===== src/hdl/wals_pkg.sv =====
`timescale 1ns / 1ps
// Shared constants and types for the antialiased line stepper.
// No dependencies; imported by the divider and the top level.
package wals_pkg;

	localparam int COORD_BITS = 16;
	localparam int FRAC_BITS  = 16;
	localparam int FRAME_BITS = 15;
	localparam int COV_BITS   = 9;

	// widened coordinate: holds a coordinate plus one without wrapping
	localparam int EXT_W   = COORD_BITS + 2;
	localparam int SLOPE_W = FRAC_BITS + 2;
	localparam int ACC_W   = COORD_BITS + FRAC_BITS + 2;

	// serial divider: quotient magnitude goes up to exactly 1.0
	localparam int QUO_W  = FRAC_BITS + 1;
	localparam int REM_W  = COORD_BITS + 1;
	localparam int DCNT_W = $clog2(QUO_W + 1);

	localparam logic [FRAME_BITS-1:0] WIDTH_RESET  = FRAME_BITS'(640);
	localparam logic [FRAME_BITS-1:0] HEIGHT_RESET = FRAME_BITS'(480);

	// register indexes on the configuration port
	localparam logic REG_WIDTH  = 1'b0;
	localparam logic REG_HEIGHT = 1'b1;

	// item modes
	localparam logic MODE_START   = 1'b0;
	localparam logic MODE_ADVANCE = 1'b1;

	typedef enum logic [1:0] {
		S_IDLE,
		S_PREP,
		S_DIV,
		S_FIN
	} state_t;

	typedef struct packed {
		logic                  start;
		logic [COORD_BITS-1:0] dividend;
		logic [COORD_BITS-1:0] divisor;
	} div_req_t;

	typedef struct packed {
		logic signed [COORD_BITS-1:0] a_x;
		logic signed [COORD_BITS-1:0] a_y;
		logic [COV_BITS-1:0]          a_cov;
		logic                         a_ok;
		logic signed [COORD_BITS-1:0] b_x;
		logic signed [COORD_BITS-1:0] b_y;
		logic [COV_BITS-1:0]          b_cov;
		logic                         b_ok;
		logic                         last;
	} res_t;

endpackage


===== src/hdl/wu_antialiased_line_stepper.sv =====
`timescale 1ns / 1ps
// Antialiased line stepper, one column item per input item.
// Advance: result registered on the accepting edge; the next item can follow while the output is free.
// Start: setup state PREP (first column registered once the output is free, then held while
// the output stalls), then the divider in DIV (skipped for a single point) and an accumulate
// state FIN; the next item is accepted once back in IDLE and the output is not stalled.
// Reset (arst_n low, asynchronous): idle, no line, no result pending, frame 640 x 480.
module wu_antialiased_line_stepper import wals_pkg::*; (
	input  logic                         clk,
	input  logic                         arst_n,
	// input channel
	input  logic                         in_valid,
	output logic                         in_stall,
	input  logic                         mode,
	input  logic signed [COORD_BITS-1:0] start_x,
	input  logic signed [COORD_BITS-1:0] start_y,
	input  logic signed [COORD_BITS-1:0] end_x,
	input  logic signed [COORD_BITS-1:0] end_y,
	// output channel
	output logic                         out_valid,
	input  logic                         out_stall,
	output logic signed [COORD_BITS-1:0] a_x,
	output logic signed [COORD_BITS-1:0] a_y,
	output logic [COV_BITS-1:0]          a_cov,
	output logic                         a_ok,
	output logic signed [COORD_BITS-1:0] b_x,
	output logic signed [COORD_BITS-1:0] b_y,
	output logic [COV_BITS-1:0]          b_cov,
	output logic                         b_ok,
	output logic                         last,
	// configuration port
	input  logic                         psel,
	input  logic                         penable,
	input  logic                         pwrite,
	input  logic [2:0]                   paddr,
	input  logic [31:0]                  pwdata,
	output logic [31:0]                  prdata,
	output logic                         pready
);

	state_t state_q, state_d;

	logic [FRAME_BITS-1:0] width_q, height_q;

	logic signed [COORD_BITS-1:0] sx_q, sy_q, ex_q, ey_q;
	logic                         active_q;
	logic                         steep_q;
	logic                         neg_q;
	logic signed [COORD_BITS-1:0] cur_q, fcol_q, frow_q, row0_q;
	logic signed [SLOPE_W-1:0]    slope_q;
	logic signed [ACC_W-1:0]      acc_q;

	logic out_valid_q;
	res_t res_q;

	logic     accept, out_free, prep_go, adv_go, load;
	res_t     res_d;
	div_req_t dreq;
	logic [QUO_W-1:0] dquo;
	logic             ddone;

	// setup signals
	logic signed [COORD_BITS:0]   ddx, ddy, major_d, minor_d;
	logic [COORD_BITS-1:0]        adx, ady, dxm, mag;
	logic                         steep, swap;
	logic signed [COORD_BITS-1:0] p0c, p0r, p1c, p1r, c0, r0, c1, r1;

	// advance signals
	logic signed [COORD_BITS:0] col_next;
	logic                       interior;
	logic signed [EXT_W-1:0]    row_fl, row_tr;
	logic [7:0]                 frac8;

	function automatic logic in_frame(input logic signed [EXT_W-1:0] x,
		input logic signed [EXT_W-1:0] y, input logic [FRAME_BITS-1:0] fw,
		input logic [FRAME_BITS-1:0] fh);
		in_frame = !x[EXT_W-1] && ($unsigned(x) < EXT_W'(fw)) &&
			!y[EXT_W-1] && ($unsigned(y) < EXT_W'(fh));
	endfunction

	// build one column: lower pixel and the one a row above on the minor axis
	function automatic res_t make_col(input logic signed [EXT_W-1:0] col,
		input logic signed [EXT_W-1:0] row, input logic [7:0] f8, input logic is_last,
		input logic stp, input logic [FRAME_BITS-1:0] fw, input logic [FRAME_BITS-1:0] fh);
		logic signed [EXT_W-1:0] ax, ay, bx, by, row1;
		logic [COV_BITS-1:0]     acov;
		res_t r;
		row1 = row + EXT_W'(1);
		if (stp) begin
			ax = row;  ay = col;
			bx = row1; by = col;
		end else begin
			ax = col;  ay = row;
			bx = col;  by = row1;
		end
		acov    = COV_BITS'(256) - {1'b0, f8};
		r.a_x   = ax[COORD_BITS-1:0];
		r.a_y   = ay[COORD_BITS-1:0];
		r.a_cov = acov;
		r.a_ok  = in_frame(ax, ay, fw, fh) && (acov != '0);
		r.b_x   = bx[COORD_BITS-1:0];
		r.b_y   = by[COORD_BITS-1:0];
		r.b_cov = {1'b0, f8};
		r.b_ok  = in_frame(bx, by, fw, fh) && (f8 != '0);
		r.last  = is_last;
		make_col = r;
	endfunction

	// configuration port
	assign pready = 1'b1;

	always_ff @(posedge clk or negedge arst_n) begin
		if (!arst_n) begin
			width_q  <= WIDTH_RESET;
			height_q <= HEIGHT_RESET;
		end else if (psel && penable && pwrite) begin
			case (paddr[2])
				REG_WIDTH:  width_q  <= pwdata[FRAME_BITS-1:0];
				REG_HEIGHT: height_q <= pwdata[FRAME_BITS-1:0];
				default: ;
			endcase
		end
	end

	always_comb begin
		case (paddr[2])
			REG_WIDTH:  prdata = 32'(width_q);
			REG_HEIGHT: prdata = 32'(height_q);
			default:    prdata = '0;
		endcase
	end

	// handshake
	assign out_free = !out_valid_q || !out_stall;
	assign accept   = in_valid && !in_stall;
	assign adv_go   = accept && (mode == MODE_ADVANCE) && active_q;
	assign prep_go  = (state_q == S_PREP) && out_free;
	assign load     = adv_go || prep_go;

	// setup: fold steepness and ordering into sign tests on the differences
	always_comb begin
		ddx     = {ex_q[COORD_BITS-1], ex_q} - {sx_q[COORD_BITS-1], sx_q};
		ddy     = {ey_q[COORD_BITS-1], ey_q} - {sy_q[COORD_BITS-1], sy_q};
		adx     = ddx[COORD_BITS] ? COORD_BITS'(-ddx) : ddx[COORD_BITS-1:0];
		ady     = ddy[COORD_BITS] ? COORD_BITS'(-ddy) : ddy[COORD_BITS-1:0];
		steep   = ady > adx;
		major_d = steep ? ddy : ddx;
		minor_d = steep ? ddx : ddy;
		swap    = major_d[COORD_BITS];
		dxm     = steep ? ady : adx;
		mag     = steep ? adx : ady;
		p0c     = steep ? sy_q : sx_q;
		p0r     = steep ? sx_q : sy_q;
		p1c     = steep ? ey_q : ex_q;
		p1r     = steep ? ex_q : ey_q;
		c0      = swap ? p1c : p0c;
		r0      = swap ? p1r : p0r;
		c1      = swap ? p0c : p1c;
		r1      = swap ? p0r : p1r;
	end

	// advance: next column, row truncated toward zero, top fraction bits
	always_comb begin
		col_next = {cur_q[COORD_BITS-1], cur_q} + (COORD_BITS+1)'(1);
		interior = col_next < $signed({fcol_q[COORD_BITS-1], fcol_q});
		row_fl   = acc_q[ACC_W-1:FRAC_BITS];
		row_tr   = (acc_q[ACC_W-1] && (acc_q[FRAC_BITS-1:0] != '0)) ?
			row_fl + EXT_W'(1) : row_fl;
		frac8    = acc_q[FRAC_BITS-1:FRAC_BITS-8];
	end

	// result selection
	always_comb begin
		if (state_q == S_PREP) begin
			res_d = make_col(EXT_W'(c0), EXT_W'(r0), 8'd0, 1'b0, steep, width_q, height_q);
		end else if (interior) begin
			res_d = make_col(EXT_W'(col_next), row_tr, frac8, 1'b0, steep_q,
				width_q, height_q);
		end else begin
			res_d = make_col(EXT_W'(fcol_q), EXT_W'(frow_q), 8'd0, 1'b1, steep_q,
				width_q, height_q);
		end
	end

	// divider
	assign dreq.start    = prep_go && (dxm != '0);
	assign dreq.dividend = mag;
	assign dreq.divisor  = dxm;

	wals_div u_div (
		.clk    (clk),
		.arst_n (arst_n),
		.req    (dreq),
		.quo    (dquo),
		.done   (ddone)
	);

	// next state
	always_comb begin
		state_d = state_q;
		case (state_q)
			S_IDLE: if (accept && mode == MODE_START) state_d = S_PREP;
			S_PREP: if (out_free) state_d = (dxm == '0) ? S_FIN : S_DIV;
			S_DIV:  if (ddone) state_d = S_FIN;
			S_FIN:  state_d = S_IDLE;
			default: state_d = S_IDLE;
		endcase
	end

	// state outputs
	always_comb begin
		case (state_q)
			S_IDLE:  in_stall = out_valid_q && out_stall;
			default: in_stall = 1'b1;
		endcase
	end

	always_ff @(posedge clk or negedge arst_n) begin
		if (!arst_n) begin
			state_q     <= S_IDLE;
			active_q    <= 1'b0;
			out_valid_q <= 1'b0;
		end else begin
			state_q <= state_d;
			if (load) begin
				out_valid_q <= 1'b1;
			end else if (!out_stall) begin
				out_valid_q <= 1'b0;
			end
			if (prep_go) begin
				active_q <= 1'b1;
			end else if (adv_go && !interior) begin
				active_q <= 1'b0;
			end
		end
	end

	// payload: latch endpoints, line state and result item
	always_ff @(posedge clk) begin
		if (accept && mode == MODE_START) begin
			sx_q <= start_x;
			sy_q <= start_y;
			ex_q <= end_x;
			ey_q <= end_y;
		end
		if (load) begin
			res_q <= res_d;
		end
		if (prep_go) begin
			steep_q <= steep;
			cur_q   <= c0;
			fcol_q  <= c1;
			frow_q  <= r1;
			row0_q  <= r0;
			neg_q   <= minor_d[COORD_BITS] ^ swap;
			slope_q <= SLOPE_W'(1) <<< FRAC_BITS;
		end
		if (state_q == S_DIV && ddone) begin
			slope_q <= neg_q ? -SLOPE_W'(dquo) : SLOPE_W'(dquo);
		end
		if (state_q == S_FIN) begin
			acc_q <= (ACC_W'(row0_q) <<< FRAC_BITS) + ACC_W'(slope_q);
		end else if (adv_go && interior) begin
			cur_q <= col_next[COORD_BITS-1:0];
			acc_q <= acc_q + ACC_W'(slope_q);
		end
	end

	assign out_valid = out_valid_q;
	assign a_x       = res_q.a_x;
	assign a_y       = res_q.a_y;
	assign a_cov     = res_q.a_cov;
	assign a_ok      = res_q.a_ok;
	assign b_x       = res_q.b_x;
	assign b_y       = res_q.b_y;
	assign b_cov     = res_q.b_cov;
	assign b_ok      = res_q.b_ok;
	assign last      = res_q.last;

endmodule


===== src/hdl/wals_div.sv =====
`timescale 1ns / 1ps
// Restoring serial divider for the slope: (dividend << FRAC_BITS) / divisor.
// Depends on wals_pkg; the dividend must not exceed the divisor.
module wals_div import wals_pkg::*; (
	input  logic             clk,
	input  logic             arst_n,
	input  div_req_t         req,
	output logic [QUO_W-1:0] quo,
	output logic             done
);

	logic [REM_W-1:0]      rem_q;
	logic [QUO_W-1:0]      quo_q;
	logic [DCNT_W-1:0]     cnt_q;
	logic [COORD_BITS-1:0] dsr_q;
	logic                  busy_q;

	logic [REM_W-1:0] trial;
	logic             qbit;
	logic [REM_W-1:0] kept;

	// one trial subtract a cycle
	always_comb begin
		trial = rem_q - {1'b0, dsr_q};
		qbit  = (rem_q >= {1'b0, dsr_q});
		kept  = qbit ? trial : rem_q;
	end

	// control: count the quotient bits down
	always_ff @(posedge clk or negedge arst_n) begin
		if (!arst_n) begin
			busy_q <= 1'b0;
			cnt_q  <= '0;
		end else if (req.start) begin
			busy_q <= 1'b1;
			cnt_q  <= DCNT_W'(QUO_W);
		end else if (busy_q) begin
			cnt_q <= cnt_q - DCNT_W'(1);
			if (cnt_q == DCNT_W'(1)) begin
				busy_q <= 1'b0;
			end
		end
	end

	// datapath: shift the partial remainder and collect quotient bits
	always_ff @(posedge clk) begin
		if (req.start) begin
			rem_q <= {1'b0, req.dividend};
			dsr_q <= req.divisor;
			quo_q <= '0;
		end else if (busy_q) begin
			rem_q <= {kept[REM_W-2:0], 1'b0};
			quo_q <= {quo_q[QUO_W-2:0], qbit};
		end
	end

	assign done = busy_q && (cnt_q == DCNT_W'(1));
	assign quo  = {quo_q[QUO_W-2:0], qbit};

endmodule

===== config.mk =====
export PLATFORM = sky130hd
export DESIGN_NAME = wu_antialiased_line_stepper
export DESIGN_NICKNAME = d
export VERILOG_FILES = /design/src/hdl/wals_pkg.sv /design/src/hdl/wu_antialiased_line_stepper.sv /design/src/hdl/wals_div.sv
export SDC_FILE = /design/constraint.sdc
export NUM_CORES = 1
export LEC_CHECK = 0
export BUFFER_PORTS_ARGS = -buffer_cell sky130_fd_sc_hd__buf_4
export CAP_MARGIN = 25
export CELL_PAD_IN_SITES_DETAIL_PLACEMENT = 1
export CELL_PAD_IN_SITES_GLOBAL_PLACEMENT = 1
export CORE_MARGIN = 3
export CORE_UTILIZATION = 52
export CTS_CLUSTER_SIZE = 12
export DETAILED_ROUTE_END_ITERATION = 12
export HOLD_SLACK_MARGIN = 0.02
export PLACE_DENSITY_LB_ADDON = 0.25
export SYNTH_ARGS = -nofsm -noshare
export SYNTH_HDL_FRONTEND = slang
export SYNTH_SLANG_ARGS = --single-unit

===== constraint.sdc =====
create_clock -name clk -period 23.3 [get_ports clk]
set_clock_uncertainty 0.1 [all_clocks]
set_input_delay 6.99 -clock clk [delete_from_list [all_inputs] [get_ports clk]]
set_output_delay 6.99 -clock clk [all_outputs]
set_load 0.01 [all_outputs]

==> run metrics <==
area occupied by multi-input gates 0.0169 mm2; MaxCap Viol Count 0; post-route cell area ~0.032 mm2; drt drc 0; WL/cell around 26 um; clk root buf clkbuf_16; Synth Instances about 3100; Reg area approximately 0.010 mm2; r2r setup slk 12950 ps; GRT Overall Usage 35.7%; CP Capture Type output pin; crit path cell chain buf_4 -> mux2_2 -> buf_4; Hold/Removal Path Class flop to flop; DIE AREA 0.0571 mm2; most area-hungry cell type in the Yosys netlist edfxtp_1; Worst EP required 16210 ps; Post-synth EDFFs 281; most frequent CP cell buf_4; Hold-fix buffers, CTS 0; flops & latches, synth 354; vias per cell 6.43; outcome finished, final reports clean; initial antenna violation count 0; grt ovf 0; delay-heaviest family, CP buffers and inverters; Critical-path top delay cell mux2_2; top cell type's share of synthesized area 29.9%; startpoint types primary input; final wirelength 104 mm; HP Start u_div.rem_q[16]; fin crit share 63.8%; RR Endpoint b_x[14]; Port Buffers 188; final-layout fill cell count 6011; placed cell areas 0.0302 mm2; WS Path Type primary input to output pin; commonest cells after routing, fill and taps aside 295 x nor2_1, 281 x edfxtp_1, 258 x a21oi_1; Initial DRT Pass Iterations 5; initial drt markers 2530; relative slew slack 28.0%; clock-pin transition on the worst setup and hold timing paths 60 ps; diodes inserted 0; RSZ-0062 raised after global routing no; die height 239 um; worst path buffer plus inverter count 2; setup TNS 0 ps; number of global-route vias before repair 25800; postcts setup bufs 0; Area growth syn-to-layout 12.2%; Avg Cell Area, Syn 9.14 um2; # setup viols final 0; Worst Path Arrival 7780 ps; Post-synth top flop edfxtp_1; minimum clock period after layout 14870 ps; max-slew violation count 0; Starting Density a little over half; CTS sink cnt 354; Worst Hold Depth 2; Fmax achieved between 60 and 70 MHz; final number of hold-violating endpoints 0; Hold EP u_div.rem_q[16]; Ports 227; num rows 84; TritonCTS clock tree done; Post-Synthesis Cell Area ~0.028 mm2; most common cell after layout, fill and taps aside nor2_1; FFs w/ async S/R, synth approximately 11%; worst skew pair latency approximately 610 ps; Max FO, Critical Path 31; total CTS buffers 43; register area share after synthesis 35.8%; CP max stage delay approximately 370 ps; via count ~25000; Yosys Warn Count 0; r2r worst-path depth 23; Synth area leaders edfxtp_1 30%, ha_1 11%, mux2i_1 4.9%, a21oi_1 4.6%, nor2_1 3.9%; clock tree buffer depth 3; H-tree Lvls 2; RePlAce Congestion around 0.95; RR Startpoint sy_q[0]; die span in x 239 um; Yosys cell types 96; largest net degree at the start of global routing 94; post-CTS resize count 0; core area 0.0531 mm2; share of cells above drive strength 1 ~13%; Final ANT Viol Nets 0; Slew @ Worst Pin 1070 ps; first-pass GRT wire length 156 mm; DP HPWL about 80 mm; number of nets in the layout 3592
worst register-to-register path: stages (launching register included):
cell,delay (ps)
edfxtp_1,460
ha_1,270
fa_1,410
xor2_1,610
nand3_1,320
a2111oi_1,610
nand4_1,370
o41ai_1,820
xnor2_1,210
ha_1,350
nand4_1,180
nor4_1,500
a21o_4,180
mux2i_4,210
buf_4,490
buf_4,680
a21oi_1,400
mux2i_1,620
ha_1,350
nand3_1,190
nor4_1,950
nand3_1,190
xor2_1,190
a21oi_1,420
logic make-up after synthesis:
group	synth area share, %
mux	8.04
other cells	0.0266
flops	35.8
compound gates	18.1
fa+ha+maj	11.8
buf+inv	4.76
xor+xnor	6.24
simple gates	15.2
per-stage QoR:
step	setup WS (ps)	instances	utilization, %	hold WS, ps
after global routing	8390	3943	59.6	425
after global placement	8450	3864	56.9	360
after floorplan	8480	3104	-	348
final	8430	3943	59.6	395
after detailed placement	8430	3864	56.9	389
after CTS	8430	3942	59.6	396
cell usage after synthesis (all sizes together) (39+ instances only):
library cell / n
nand2: 256
edfxtp: 281
a211oi: 67
nor2: 296
a21oi: 259
nor2b: 43
o21ai: 218
a21o: 66
xnor2: 106
xor2: 95
buf: 54
mux2: 76
clkbuf: 92
mux2i: 138
ha: 258
nand3: 61
inv: 176
nor3: 39
flip-flops by register name (all words and copies together) (netlist names), 2 cells and up:
register     flops
acc_q           34
slope_q         18
u_div.rem_q     17
a_x             16
a_y             16
b_x             16
b_y             16
cur_q           16
ex_q            16
ey_q            16
fcol_q          16
frow_q          16
row0_q          16
sx_q            16
sy_q            16
u_div.dsr_q     16
u_div.quo_q     16
height_q        15
width_q         15
a_cov            9
b_cov            7
u_div.cnt_q      5
state_q          2
how the worst max path moves through the flow:
stage	from	to	slack, ps	cells after the start
6_report	paddr[2]	prdata[0]	8430	3
4_1_cts	paddr[2]	prdata[0]	8430	3
3_5_place_dp	paddr[2]	prdata[0]	8430	3
2_1_floorplan	paddr[2]	prdata[11]	8480	4
5_1_grt	paddr[2]	prdata[0]	8390	3
3_3_place_gp	paddr[2]	prdata[0]	8450	3
cell type report:
type                       count  area share [%]
sequential                   354            31.9
timing repair buffer         219            5.21
clock inverter                24           0.834
clock buffer                  54            3.79
multi-input combinational   2425            53.4
tap                          688            2.72
inverter                     179            2.12
routing by layer:
layer  routed length (um)  vias to the layer above  share of wire (%)  global-route usage, %
li1                     -                    11500                  -                      -
met1                43700                    12700                 42                   47.4
met2                49300                      979                 47                   60.2
met3                 7050                      179                6.8                   4.21
met4                 3930                        0                3.8                   12.9
met5                    0                        -                  0                      0
Power is left out: the tool's default activity adds up to more than one toggle a clock period on the data nets, which glitch-free logic cannot reach.
